<file path="config.mk">
export PLATFORM = sky130hd
export DESIGN_NAME = gimbal_stick_rate_control_flat
export DESIGN_NICKNAME = d
export VERILOG_FILES = /design/src/gsrc_pkg.sv /design/src/gsrc_req_if.sv /design/src/gsrc_rsp_if.sv /design/src/gimbal_stick_rate_control.sv /design/src/gsrc_cfg_regs.sv /design/src/gsrc_axis.sv /design/src/flat_wrapper.sv
export SDC_FILE = /design/constraint.sdc
export NUM_CORES = 1
export LEC_CHECK = 0
export ABC_AREA = 0
export BUFFER_PORTS_ARGS = -buffer_cell sky130_fd_sc_hd__buf_2
export CORE_MARGIN = 2
export CORE_UTILIZATION = 30
export DETAILED_ROUTE_END_ITERATION = 10
export PLACE_DENSITY = 0.51
export SETUP_SLACK_MARGIN = 0.2
export SYNTH_ARGS = -nofsm -noshare
export SYNTH_HDL_FRONTEND = slang
export SYNTH_SLANG_ARGS = --single-unit
</file>
<file path="constraint.sdc">
create_clock -name clk -period 11.6 [get_ports clk]
set_clock_uncertainty 0.15 [all_clocks]
set_input_delay 2.32 -clock clk [delete_from_list [all_inputs] [get_ports clk]]
set_output_delay 2.32 -clock clk [all_outputs]
set_load 0.005 [all_outputs]
</file>
<file path="src/gsrc_pkg.sv">
// Shared constants and types for the gimbal stick rate control block.
// No dependencies; every module of the block and its testbench import this package.
package gsrc_pkg;

    // Tick modes carried in the mode field of a request.
    typedef enum logic [1:0] {
        MODE_HOLD     = 2'd0,
        MODE_HOME     = 2'd1,
        MODE_PAN_TILT = 2'd2,
        MODE_PAN_ONLY = 2'd3
    } mode_t;

    // Configuration register indexes.
    localparam int CFG_INDEX_BITS = 3;
    typedef logic [CFG_INDEX_BITS-1:0] cfg_index_t;

    localparam cfg_index_t REG_STICK_CENTER  = 3'd0;
    localparam cfg_index_t REG_ZONE_SMALL    = 3'd1;
    localparam cfg_index_t REG_ZONE_MEDIUM   = 3'd2;
    localparam cfg_index_t REG_PAN_MIN       = 3'd3;
    localparam cfg_index_t REG_PAN_MAX       = 3'd4;
    localparam cfg_index_t REG_TILT_MIN      = 3'd5;
    localparam cfg_index_t REG_TILT_MAX      = 3'd6;
    localparam cfg_index_t REG_HOME_POSITION = 3'd7;

    // Register reset values (truncated to the configured widths where used).
    localparam int RST_STICK_CENTER  = 1024;
    localparam int RST_ZONE_SMALL    = 220;
    localparam int RST_ZONE_MEDIUM   = 440;
    localparam int RST_PAN_MIN       = 500;
    localparam int RST_PAN_MAX       = 2250;
    localparam int RST_TILT_MIN      = 1000;
    localparam int RST_TILT_MAX      = 2100;
    localparam int RST_HOME_POSITION = 1350;

    // Step sizes per deflection zone.
    localparam int STEP_BITS      = 6;
    localparam int STEP_SLOW      = 3;
    localparam int PAN_STEP_MED   = 18;
    localparam int PAN_STEP_FAST  = 50;
    localparam int TILT_STEP_MED  = 10;
    localparam int TILT_STEP_FAST = 18;

endpackage

</file>
<file path="src/gsrc_req_if.sv">
// Request channel of the gimbal stick rate control block: mode and two sticks.
// Depends on nothing; the width follows the STICK_BITS parameter.
interface gsrc_req_if #(
    parameter int STICK_BITS = 11
);
    logic                  valid;
    logic                  ready;
    logic [1:0]            mode;
    logic [STICK_BITS-1:0] pan_stick;
    logic [STICK_BITS-1:0] tilt_stick;

    modport source (output valid, output mode, output pan_stick, output tilt_stick,
                    input ready);
    modport sink   (input valid, input mode, input pan_stick, input tilt_stick,
                    output ready);
endinterface

</file>
<file path="src/gsrc_rsp_if.sv">
// Result channel of the gimbal stick rate control block: both positions and a flag.
// Depends on nothing; the width follows the POSITION_BITS parameter.
interface gsrc_rsp_if #(
    parameter int POSITION_BITS = 12
);
    logic                     valid;
    logic                     ready;
    logic [POSITION_BITS-1:0] pan_position;
    logic [POSITION_BITS-1:0] tilt_position;
    logic                     position_updated;

    modport source (output valid, output pan_position, output tilt_position,
                    output position_updated, input ready);
    modport sink   (input valid, input pan_position, input tilt_position,
                    input position_updated, output ready);
endinterface

</file>
<file path="src/gimbal_stick_rate_control.sv">
// Top level of the gimbal stick rate control block.
// Depends on gsrc_pkg, gsrc_req_if, gsrc_rsp_if, gsrc_cfg_regs and gsrc_axis.
//
// Each request (one control tick) carries a mode and a pan and a tilt stick
// reading; the block keeps the pan and tilt servo positions and answers every
// request with exactly one result: both positions after the tick and a flag
// that is high when a new servo command would go out. Hold mode keeps both
// positions, home mode loads home_position into both, pan-and-tilt mode steers
// both axes and pan-only mode steers pan. The step is 3, a medium step or a
// fast step depending on the stick's deflection from stick_center against
// zone_small and zone_medium, and moves are clamped to each axis's limits.
// The block has two register stages: a request register and a result
// register, with the step, clamp and state update between them. It accepts
// one request per cycle while the result side does not stall; each request
// goes through both registers in turn. The request stage loads whenever it is
// empty or moves on, and it moves into the result register whenever that is
// empty or being taken, so the block only stalls while the result side stalls.
// Configuration registers are written through cfg_wr_en/cfg_index/cfg_data
// and take effect on the next tick; write them only while the block is idle.
module gimbal_stick_rate_control #(
    parameter int STICK_BITS    = 11,
    parameter int POSITION_BITS = 12
) (
    input  logic                                clk,
    input  logic                                rst_n,
    gsrc_req_if.sink                            req,
    gsrc_rsp_if.source                          rsp,
    input  logic                                cfg_wr_en,
    input  logic [gsrc_pkg::CFG_INDEX_BITS-1:0] cfg_index,
    input  logic [((STICK_BITS > POSITION_BITS) ? STICK_BITS : POSITION_BITS)-1:0] cfg_data
);
    import gsrc_pkg::*;

    localparam int DATA_BITS = (STICK_BITS > POSITION_BITS) ? STICK_BITS : POSITION_BITS;

    // Configuration values.
    logic [STICK_BITS-1:0]    stick_center, zone_small, zone_medium;
    logic [POSITION_BITS-1:0] pan_min, pan_max, tilt_min, tilt_max, home_position;

    // Request stage.
    logic                  req_vld_reg;
    mode_t                 mode_reg;
    logic [STICK_BITS-1:0] pan_stick_reg, tilt_stick_reg;

    // Servo state.
    logic [POSITION_BITS-1:0] pan_now_reg, tilt_now_reg;
    logic [POSITION_BITS-1:0] pan_now_next, tilt_now_next;

    // Result stage.
    logic                     rsp_vld_reg;
    logic [POSITION_BITS-1:0] pan_pos_reg, tilt_pos_reg;
    logic                     updated_reg;
    logic                     updated_next;

    // Pipeline control.
    logic rsp_adv;
    logic fire;

    // Axis step outputs.
    logic                     pan_en, tilt_en;
    logic [POSITION_BITS-1:0] pan_step_pos, tilt_step_pos;
    logic                     pan_moved, tilt_moved;

    gsrc_cfg_regs #(
        .STICK_BITS    (STICK_BITS),
        .POSITION_BITS (POSITION_BITS),
        .DATA_BITS     (DATA_BITS)
    ) u_cfg_regs (
        .clk           (clk),
        .rst_n         (rst_n),
        .cfg_wr_en     (cfg_wr_en),
        .cfg_index     (cfg_index),
        .cfg_data      (cfg_data),
        .stick_center  (stick_center),
        .zone_small    (zone_small),
        .zone_medium   (zone_medium),
        .pan_min       (pan_min),
        .pan_max       (pan_max),
        .tilt_min      (tilt_min),
        .tilt_max      (tilt_max),
        .home_position (home_position)
    );

    // Advance the result register when it is empty or being taken; the
    // request stage moves into it in the same cycle.
    assign rsp_adv   = !rsp_vld_reg || rsp.ready;
    assign fire      = req_vld_reg && rsp_adv;
    assign req.ready = !req_vld_reg || rsp_adv;

    always_ff @(posedge clk or negedge rst_n)
    begin
        if (!rst_n)
            req_vld_reg <= 1'b0;
        else if (req.ready)
            req_vld_reg <= req.valid;
    end

    // Request payload: capture on acceptance, no reset needed.
    always_ff @(posedge clk)
    begin
        if (req.valid && req.ready)
        begin
            mode_reg       <= mode_t'(req.mode);
            pan_stick_reg  <= req.pan_stick;
            tilt_stick_reg <= req.tilt_stick;
        end
    end

    // Pan is steered in both steering modes, tilt only in pan-and-tilt mode.
    assign pan_en  = (mode_reg == MODE_PAN_TILT) || (mode_reg == MODE_PAN_ONLY);
    assign tilt_en = (mode_reg == MODE_PAN_TILT);

    gsrc_axis #(
        .STICK_BITS    (STICK_BITS),
        .POSITION_BITS (POSITION_BITS),
        .STEP_MED      (PAN_STEP_MED),
        .STEP_FAST     (PAN_STEP_FAST)
    ) u_pan_axis (
        .enable      (pan_en),
        .pos         (pan_now_reg),
        .stick       (pan_stick_reg),
        .center      (stick_center),
        .zone_small  (zone_small),
        .zone_medium (zone_medium),
        .pos_min     (pan_min),
        .pos_max     (pan_max),
        .pos_next    (pan_step_pos),
        .moved       (pan_moved)
    );

    gsrc_axis #(
        .STICK_BITS    (STICK_BITS),
        .POSITION_BITS (POSITION_BITS),
        .STEP_MED      (TILT_STEP_MED),
        .STEP_FAST     (TILT_STEP_FAST)
    ) u_tilt_axis (
        .enable      (tilt_en),
        .pos         (tilt_now_reg),
        .stick       (tilt_stick_reg),
        .center      (stick_center),
        .zone_small  (zone_small),
        .zone_medium (zone_medium),
        .pos_min     (tilt_min),
        .pos_max     (tilt_max),
        .pos_next    (tilt_step_pos),
        .moved       (tilt_moved)
    );

    // Home mode overrides the axis steps and always flags an update.
    always_comb
    begin
        if (mode_reg == MODE_HOME)
        begin
            pan_now_next  = home_position;
            tilt_now_next = home_position;
            updated_next  = 1'b1;
        end
        else
        begin
            pan_now_next  = pan_step_pos;
            tilt_now_next = tilt_step_pos;
            updated_next  = pan_moved || tilt_moved;
        end
    end

    // Servo state: update once per tick, as the tick moves into the result stage.
    always_ff @(posedge clk or negedge rst_n)
    begin
        if (!rst_n)
        begin
            pan_now_reg  <= POSITION_BITS'(RST_HOME_POSITION);
            tilt_now_reg <= POSITION_BITS'(RST_HOME_POSITION);
        end
        else if (fire)
        begin
            pan_now_reg  <= pan_now_next;
            tilt_now_reg <= tilt_now_next;
        end
    end

    always_ff @(posedge clk or negedge rst_n)
    begin
        if (!rst_n)
            rsp_vld_reg <= 1'b0;
        else if (rsp_adv)
            rsp_vld_reg <= req_vld_reg;
    end

    // Result payload: hold while the result side stalls.
    always_ff @(posedge clk)
    begin
        if (fire)
        begin
            pan_pos_reg  <= pan_now_next;
            tilt_pos_reg <= tilt_now_next;
            updated_reg  <= updated_next;
        end
    end

    assign rsp.valid            = rsp_vld_reg;
    assign rsp.pan_position     = pan_pos_reg;
    assign rsp.tilt_position    = tilt_pos_reg;
    assign rsp.position_updated = updated_reg;
endmodule

</file>
<file path="src/gsrc_cfg_regs.sv">
// Configuration register file of the gimbal stick rate control block.
// Depends on gsrc_pkg for register indexes and reset values.
module gsrc_cfg_regs #(
    parameter int STICK_BITS    = 11,
    parameter int POSITION_BITS = 12,
    parameter int DATA_BITS     = 12
) (
    input  logic                          clk,
    input  logic                          rst_n,
    input  logic                          cfg_wr_en,
    input  logic [gsrc_pkg::CFG_INDEX_BITS-1:0] cfg_index,
    input  logic [DATA_BITS-1:0]          cfg_data,
    output logic [STICK_BITS-1:0]         stick_center,
    output logic [STICK_BITS-1:0]         zone_small,
    output logic [STICK_BITS-1:0]         zone_medium,
    output logic [POSITION_BITS-1:0]      pan_min,
    output logic [POSITION_BITS-1:0]      pan_max,
    output logic [POSITION_BITS-1:0]      tilt_min,
    output logic [POSITION_BITS-1:0]      tilt_max,
    output logic [POSITION_BITS-1:0]      home_position
);
    import gsrc_pkg::*;

    logic [STICK_BITS-1:0]    stick_center_reg, zone_small_reg, zone_medium_reg;
    logic [POSITION_BITS-1:0] pan_min_reg, pan_max_reg, tilt_min_reg, tilt_max_reg;
    logic [POSITION_BITS-1:0] home_position_reg;
    logic [STICK_BITS-1:0]    data_stick;
    logic [POSITION_BITS-1:0] data_pos;

    assign data_stick = cfg_data[STICK_BITS-1:0];
    assign data_pos   = cfg_data[POSITION_BITS-1:0];

    always_ff @(posedge clk or negedge rst_n)
    begin
        if (!rst_n)
        begin
            stick_center_reg  <= STICK_BITS'(RST_STICK_CENTER);
            zone_small_reg    <= STICK_BITS'(RST_ZONE_SMALL);
            zone_medium_reg   <= STICK_BITS'(RST_ZONE_MEDIUM);
            pan_min_reg       <= POSITION_BITS'(RST_PAN_MIN);
            pan_max_reg       <= POSITION_BITS'(RST_PAN_MAX);
            tilt_min_reg      <= POSITION_BITS'(RST_TILT_MIN);
            tilt_max_reg      <= POSITION_BITS'(RST_TILT_MAX);
            home_position_reg <= POSITION_BITS'(RST_HOME_POSITION);
        end
        else if (cfg_wr_en)
        begin
            case (cfg_index)
                REG_STICK_CENTER:  stick_center_reg  <= data_stick;
                REG_ZONE_SMALL:    zone_small_reg    <= data_stick;
                REG_ZONE_MEDIUM:   zone_medium_reg   <= data_stick;
                REG_PAN_MIN:       pan_min_reg       <= data_pos;
                REG_PAN_MAX:       pan_max_reg       <= data_pos;
                REG_TILT_MIN:      tilt_min_reg      <= data_pos;
                REG_TILT_MAX:      tilt_max_reg      <= data_pos;
                REG_HOME_POSITION: home_position_reg <= data_pos;
                default:           ;
            endcase
        end
    end

    assign stick_center  = stick_center_reg;
    assign zone_small    = zone_small_reg;
    assign zone_medium   = zone_medium_reg;
    assign pan_min       = pan_min_reg;
    assign pan_max       = pan_max_reg;
    assign tilt_min      = tilt_min_reg;
    assign tilt_max      = tilt_max_reg;
    assign home_position = home_position_reg;
endmodule

</file>
<file path="src/gsrc_axis.sv">
// One axis step of the gimbal stick rate control block: zone, step and clamp.
// Depends on gsrc_pkg for the step width and the slow step size.
module gsrc_axis #(
    parameter int STICK_BITS    = 11,
    parameter int POSITION_BITS = 12,
    parameter int STEP_MED      = 18,
    parameter int STEP_FAST     = 50
) (
    input  logic                     enable,
    input  logic [POSITION_BITS-1:0] pos,
    input  logic [STICK_BITS-1:0]    stick,
    input  logic [STICK_BITS-1:0]    center,
    input  logic [STICK_BITS-1:0]    zone_small,
    input  logic [STICK_BITS-1:0]    zone_medium,
    input  logic [POSITION_BITS-1:0] pos_min,
    input  logic [POSITION_BITS-1:0] pos_max,
    output logic [POSITION_BITS-1:0] pos_next,
    output logic                     moved
);
    import gsrc_pkg::*;

    logic                     below;
    logic                     off_center;
    logic [STICK_BITS-1:0]    dev;
    logic [STEP_BITS-1:0]     step;
    logic [POSITION_BITS-1:0] step_ext;
    logic [POSITION_BITS:0]   sum;
    logic [POSITION_BITS-1:0] diff;
    logic [POSITION_BITS-1:0] rise_pos;
    logic [POSITION_BITS-1:0] fall_pos;

    assign below      = stick < center;
    assign off_center = stick != center;
    assign dev        = below ? (center - stick) : (stick - center);

    always_comb
    begin
        if (dev <= zone_small)
            step = STEP_BITS'(STEP_SLOW);
        else if (dev <= zone_medium)
            step = STEP_BITS'(STEP_MED);
        else
            step = STEP_BITS'(STEP_FAST);
    end

    assign step_ext = {{(POSITION_BITS-STEP_BITS){1'b0}}, step};
    assign sum      = {1'b0, pos} + {1'b0, step_ext};
    assign diff     = (pos > step_ext) ? (pos - step_ext) : '0;
    assign rise_pos = (sum > {1'b0, pos_max}) ? pos_max : sum[POSITION_BITS-1:0];
    assign fall_pos = (diff < pos_min) ? pos_min : diff;

    // Rise when the stick sits below center, fall when above.
    assign moved    = enable && off_center;
    assign pos_next = !moved ? pos : (below ? rise_pos : fall_pos);
endmodule

</file>
<file path="src/flat_wrapper.sv">
// flat-port wrapper written by rule: the top's interface ports become plain ports
module gimbal_stick_rate_control_flat import gsrc_pkg::*;
#(
    parameter int STICK_BITS    = 11,
    parameter int POSITION_BITS = 12
)
  (clk, rst_n, cfg_wr_en, cfg_index, cfg_data, req_valid, req_mode, req_pan_stick, req_tilt_stick, req_ready, rsp_valid, rsp_pan_position, rsp_tilt_position, rsp_position_updated, rsp_ready);
  gsrc_req_if #(.STICK_BITS(STICK_BITS)) req_i ();
  gsrc_rsp_if #(.POSITION_BITS(POSITION_BITS)) rsp_i ();
  input  logic clk;
  input  logic rst_n;
  input  logic cfg_wr_en;
  input  logic [gsrc_pkg::CFG_INDEX_BITS-1:0] cfg_index;
  input  logic [((STICK_BITS > POSITION_BITS) ? STICK_BITS : POSITION_BITS)-1:0] cfg_data;
  input wire logic [$bits(req_i.valid)-1:0] req_valid;
  input wire logic [$bits(req_i.mode)-1:0] req_mode;
  input wire logic [$bits(req_i.pan_stick)-1:0] req_pan_stick;
  input wire logic [$bits(req_i.tilt_stick)-1:0] req_tilt_stick;
  output wire logic [$bits(req_i.ready)-1:0] req_ready;
  output wire logic [$bits(rsp_i.valid)-1:0] rsp_valid;
  output wire logic [$bits(rsp_i.pan_position)-1:0] rsp_pan_position;
  output wire logic [$bits(rsp_i.tilt_position)-1:0] rsp_tilt_position;
  output wire logic [$bits(rsp_i.position_updated)-1:0] rsp_position_updated;
  input wire logic [$bits(rsp_i.ready)-1:0] rsp_ready;
  assign req_i.valid = req_valid;
  assign req_i.mode = req_mode;
  assign req_i.pan_stick = req_pan_stick;
  assign req_i.tilt_stick = req_tilt_stick;
  assign req_ready = req_i.ready;
  assign rsp_valid = rsp_i.valid;
  assign rsp_pan_position = rsp_i.pan_position;
  assign rsp_tilt_position = rsp_i.tilt_position;
  assign rsp_position_updated = rsp_i.position_updated;
  assign rsp_i.ready = rsp_ready;
  gimbal_stick_rate_control #(.STICK_BITS(STICK_BITS), .POSITION_BITS(POSITION_BITS)) u_core (.clk(clk), .rst_n(rst_n), .req(req_i), .rsp(rsp_i), .cfg_wr_en(cfg_wr_en), .cfg_index(cfg_index), .cfg_data(cfg_data));
endmodule
</file>
* Word level (Yosys, flattened, before mapping)
Index checks and enable logic that the tools add are counted.
W data, S select, Z words.
** Operators by class
- Bitwise logic cells :: 0
- Multipliers :: 0
- Add/sub/neg operators :: 8
- Muxes and demuxes :: 18
- Div/mod/pow operators :: 0
- Shift operators :: 0
- Reductions and logical operators :: 19
- Order comparisons :: 12
- Equality and inequality tests :: 12
** Operators with widths (number)
- $mux W12 :: 12
- $le A11 B11 Y1 :: 4
- $sub A11 B11 Y11 :: 4
- $add A12 B6 Y13 :: 2
- $gt A13 B12 Y1 :: 2
- $gt A12 B6 Y1 :: 2
- $lt A12 B12 Y1 :: 2
- $sub A12 B6 Y12 :: 2
- $lt A11 B11 Y1 :: 2
- $mux W11 :: 2
- $ne A11 B11 Y1 :: 2
- $reduce_and A2 Y1 :: 8
- $eq A3 B3 Y1 const B :: 4
- $mux W6 :: 2
- $mux W5 :: 2
- $eq A3 B2 Y1 const B :: 2
- $eq A2 B2 Y1 const B :: 2
- $logic_and A1 B1 Y1 :: 4
- $logic_or A1 B1 Y1 :: 4
- $eq A3 B1 Y1 const B :: 1
- $logic_not A3 Y1 :: 1
- $eq A2 B1 Y1 const B :: 1
- $logic_not A1 Y1 :: 2
** Storage, ports and cells
- RAM bits :: 0
- Memories kept :: 0
- Bits in read-only memories :: 0
- Input bits :: 44
- Latch bits :: 0
- Register bits after elaboration :: 168

* Logic depth before layout (Yosys ltp)
- Depth after elaboration :: 12
- Gate-level depth with buffers :: 37

* Modules after synthesis
From an unflattened synthesis, not the netlist that was laid out.
** Unflattened totals
- Cell total of the unflattened synthesis :: 1320
- Area total of the unflattened synthesis :: 12944.9 µm²
** Modules (own cells, without submodules)
- gsrc_cfg_regs :: cells each 202, area each 3642.2 µm², instances 1, seq. area each 2373.5 µm²
- gsrc_axis (u_core.u_tilt_axis) :: cells each 462, area each 3264.4 µm², instances 1, seq. area each 0.0 µm²
- gsrc_axis (u_core.u_pan_axis) :: cells each 449, area each 3245.6 µm², instances 1, seq. area each 0.0 µm²
- gimbal_stick_rate_control :: cells each 207, area each 2792.7 µm², instances 1, seq. area each 2134.5 µm²

* Worst setup path before layout
Ideal clock, no wire load.
- Kind :: reg-to-reg
- Start point :: register u_core.u_cfg_regs.stick_center_reg[6] (netlist: u_core.u_cfg_regs.stick_center[6])
- End point :: register u_core.pan_pos_reg[4] (netlist: u_core.rsp.pan_position[4]), data pin
- Period minus slack after synthesis :: 7547 ps
- Setup time :: 259 ps
- Slack :: 4053 ps
- Buffers on the path :: 4
- Arrival :: 7138 ps
- Stages on the path, launching flop included :: 35
- Path through :: dfrtp_1 ha_1 clkbuf_1 a21oi_1 o21ai_0 o21ai_0 o21ai_0 clkbuf_1 buf_2 mux2i_1 xnor2_1 ha_1 o21a_1 o21a_1 o21bai_1 a21oi_1 o31a_1 o21ai_0 ha_1 inv_1 ha_1 or3_4 a31oi_2 o21a_1 buf_2 a21oi_1 ha_1 a21oi_1 and3b_1 and3_1 o21ai_2 mux2_2 o21ai_1 a21oi_1 a211o_1
** On the way
- Word-level cells in the longest chain between the ends :: 12
- Elaborated cells between the ends (all ways) :: 21
- Those cells by class :: add/sub: 4; order compare: 6; eq/ne: 1; mux: 9; reduce/logical: 1
** RTL lines
- start: declaration :: line gsrc_cfg_regs.sv:24 : logic [STICK_BITS-1:0] stick_center_reg, zone_small_reg, zone_medium_reg;
- start signal: assignment :: line gsrc_cfg_regs.sv:37 : stick_center_reg <= STICK_BITS'(RST_STICK_CENTER);
- start signal: assignment :: line gsrc_cfg_regs.sv:49 : REG_STICK_CENTER: stick_center_reg <= data_stick;
- $sub A11 B11 Y11 or $lt A11 B11 Y1 (tied branches) :: line gsrc_axis.sv:34, gsrc_axis.sv:32
- $mux W11 :: line gsrc_axis.sv:34 : assign dev = below ? (center - stick) : (stick - center);
- $le A11 B11 Y1 :: line gsrc_axis.sv:40 : else if (dev <= zone_medium)
- $mux W6 :: line gsrc_axis.sv:40
- $mux W6 :: line gsrc_axis.sv:38 : if (dev <= zone_small)
- $sub A12 B6 Y12 or $gt A12 B6 Y1 (tied branches) :: line gsrc_axis.sv:48 : assign diff = (pos > step_ext) ? (pos - step_ext) : '0;
- $mux W12 :: line gsrc_axis.sv:48
- $lt A12 B12 Y1 :: line gsrc_axis.sv:50 : assign fall_pos = (diff < pos_min) ? pos_min : diff;
- $mux W12 :: line gsrc_axis.sv:50
- $mux W12 :: line gsrc_axis.sv:54 : assign pos_next = !moved ? pos : (below ? rise_pos : fall_pos);
- $mux W12 (*) :: line gsrc_axis.sv:54
- $mux W12 (*) :: line gimbal_stick_rate_control.sv:152 : if (mode_reg == MODE_HOME)
- net u_core.pan_now_next[4] :: line gimbal_stick_rate_control.sv:47 : logic [POSITION_BITS-1:0] pan_now_next, tilt_now_next;
- end signal: assignment :: line gimbal_stick_rate_control.sv:194 : pan_pos_reg <= pan_now_next;
- end: declaration :: line gimbal_stick_rate_control.sv:51 : logic [POSITION_BITS-1:0] pan_pos_reg, tilt_pos_reg;
The timed path passes the listed nets; every way through them passes the cells marked *.
A chain may end at the register's enable or synchronous reset.

* Final worst setup path
Ends and elaborated chain as after synthesis.

==> impl_metrics.tcl <==
set metrics [dict create \
    status "complete, no violations" \
    maxCapViolations 0 \
    syn2layout_area_growth_pct 11.2 \
    yosysSeqAreaShare_pct 35.5 \
    port_buffers 70 \
    worst_pin_slew_ns 1.13 \
    hold_depth 1 \
    synth-simple-area-share_pct 13.9 \
    reg2reg_from "u_core.u_cfg_regs.stick_center[6]" \
    startpoint_type "flip-flop" \
    max_stage_delay_ns 0.76 \
    synth_top_family_by_area "compound AO/OA/AOI/OAI gates" \
    leakage_nw 6.22 \
    num_rows 75 \
    die_w_um 210 \
    hold_viol_final 0 \
    grt_pass1_wl_mm 62.6 \
    setup_viol 0 \
    min_path_type "flip-flop to flip-flop" \
    wl_per_cell_um 21.0 \
    grt_max_degree 65 \
    finalCritPeriodShare_pct 77.1 \
    synth_adder_area_share_pct 15.4 \
    wl_met1_mm 19.2 \
    post_cts_buffers 0 \
    synthesis.instances 1364 \
    startpoint "u_core.u_cfg_regs.stick_center[6]" \
    drt-initial-drc-count 840 \
    nNetsFinal 1596 \
    period_needed_ns 8.95 \
    r2r-end "u_core.rsp.pan_position[4]" \
    top_level_ports 71 \
    synth_cell_types 80 \
    top_layer "met4" \
    cp.arrival_ns 9.03 \
    r2r_slack_ns 2.65 \
    cts.sinks 168 \
    cts_root_buf "clkbuf_16" \
    muxShareOfSynthArea_pct 7.33 \
    ys_async_sr_fraction_pct 70.8 \
    syn_area_mm2 0.0127 \
    clockBufferDepth 2 \
    syn_nets 1562 \
    p_per_area_mw_per_mm2 306 \
    hold_buffers 0 \
    yosys-top-cells-area "ha_1 15%, dfrtp_1 14%, edfxtp_1 12%, dfstp_2 9.7%, mux2_2 5.1%" \
    clock_latency_ns 0.48 \
    grt_remaining_overflow 0 \
    grt_usage_pct 19.0 \
    crit_fanout 17 \
    ys.flop_type "dfrtp_1" \
    drt_wl_total_mm 41.0 \
    wl_met2_mm 18.7 \
    final_max_slew_viol_count 0 \
    ant_nets 0 \
    synth_top_area_share_pct 14.8 \
    ir_worst_vdd_mv 0.111 \
    synth_seq_cells 168 \
    post_route_cells_drive_above_1_share_pct 17.3 \
    synth_compound_area_share_pct 18.7 \
    dr.pass1.iters 6 \
    cts_tree "yes" \
    syn_avg_cell_area_um2 9.31 \
    critical_path.endpoint "u_core.rsp.pan_position[4]" \
    antenna_found_initial 1 \
    worst_hold_slack_ns 0.344 \
    synth_edf_count 49 \
    slowest_stage "o21ai_0" \
    htree_levels 4 \
    core_mm2 0.0419 \
    drc 0 \
    synth_warnings 0 \
    rsz0062_at_grt "false" \
    routed-via-count 10400 \
    reg2reg_depth 33 \
    path_clk_slew_ns 0.08 \
    slew_headroom_pct 24.4 \
    via_per_inst 5.32 \
    place_hpwl_mm 30.9 \
    die_area_mm2 0.0440 \
    fin_tns_setup_ns 0 \
    start_util_pct 30.3 \
    numCtsBuffers 17 \
    end_kind "flip-flop" \
    dr_wl_met3_mm 1.91 \
    yosysTopAreaCell "ha_1" \
    synth_xor_area_share_pct 3.31 \
    path_class "flip-flop to flip-flop" \
    fmax_mhz 112 \
    cts-resized-gates 0 \
    worstPathRequired_ns 11.68 \
    grt_pass1_vias 10300 \
    die_height_um 210 \
    gp_congestion 0.924 \
]
-- final cells by class --
cell class | count | area (um^2)
Sequential cell | 168 | 4510
Tap cell | 539 | 674
Timing Repair Buffer | 82 | 443
Antenna cell | 1 | 2.50
Clock buffer | 20 | 479
Multi-Input combinational cell | 1010 | 7470
Inverter | 119 | 447
Fill cell | 4355 | 27700
Clock inverter | 12 | 104
-- power by group --
part	total [mW]	switching, mW	internal (mW)
Clock	0.589	0.283	0.306
Sequential	0.993	0.187	0.806
Combinational	2.74	1.63	1.11
-- cells in the mapped netlist (28+ instances only) --
| master | n |
|---|---|
| a21oi_1 | 89 |
| ha_1 | 150 |
| dfrtp_1 | 72 |
| edfxtp_1 | 49 |
| nand2_1 | 135 |
| xnor2_1 | 29 |
| nor2_1 | 62 |
| mux2_2 | 58 |
| o21ai_0 | 86 |
| dfstp_2 | 47 |
| inv_1 | 119 |
| nand3_1 | 28 |
| clkbuf_1 | 45 |
-- per-stage QoR --
| stage | area [um^2] | std cells | power (mW) | setup WS, ns | utilization (%) |
|---|---|---|---|---|---|
| 6_report | 14100 | 1951 | 4.33 | 2.65 | 33.7 |
| 5_1_grt | 14100 | 1950 | 4.70 | 2.08 | 33.7 |
| 4_1_cts | 14100 | 1950 | 4.30 | 2.72 | 33.7 |
| 3_5_place_dp | 13500 | 1918 | 3.69 | 2.74 | 32.3 |
| 3_3_place_gp | 13500 | 1918 | 3.68 | 2.75 | 32.3 |
| 2_1_floorplan | 12700 | 1364 | 2.96 | 4.05 | - |
-- worst max-delay path, delay by kind of cell, from the launching register on --
kind / cells / cell delay, ns
flops: 1 / 0.44
simple gates: 8 / 1.23
buf+inv: 2 / 0.32
mux: 1 / 0.42
compound gates: 17 / 4.62
fa+ha+maj: 5 / 1.54
-- cell usage in the layout (no fill, tap or decap), drive strengths merged, types with 25 or more instances in the layout --
master  instances
a21oi          91
buf            82
dfrtp          72
dfstp          47
edfxtp         49
ha            150
inv           125
mux2           61
nand2         136
nand3          28
nor2           62
nor3           25
o21ai         111
xnor2          29
-- how the worst min path moves through the flow --
stage	startpoint	endpoint
CTS	u_core.req_vld_reg	u_core.rsp.valid
global placement	u_core.req_vld_reg	u_core.rsp.valid
global route	u_core.req_vld_reg	u_core.rsp.valid
detailed placement	u_core.req_vld_reg	u_core.rsp.valid
floorplan	u_core.req_vld_reg	u_core.rsp.valid
finish	u_core.req_vld_reg	u_core.rsp.valid
-- logic make-up (layout without fill, tap and decap cells) --
family | count (synthesis) | after routing
AO/OA/AOI/OAI | 366 | 366
AND/OR/NAND/NOR | 357 | 357
buffers and inverters | 186 | 233
flip-flops | 168 | 168
adder cells (fa/ha/maj) | 154 | 154
multiplexers | 85 | 85
XOR/XNOR | 48 | 48
other | 0 | 1
-- metal layers --
| layer | track usage (%) | vias up |
|---|---|---|
| met2 | 30.3 | 308 |
| met3 | 3.38 | 61 |
| li1 | - | 4963 |
| met1 | 25.8 | 5042 |
| met5 | 0 | - |
| met4 | 6.75 | 0 |
Power figures use the tool's default switching activity.
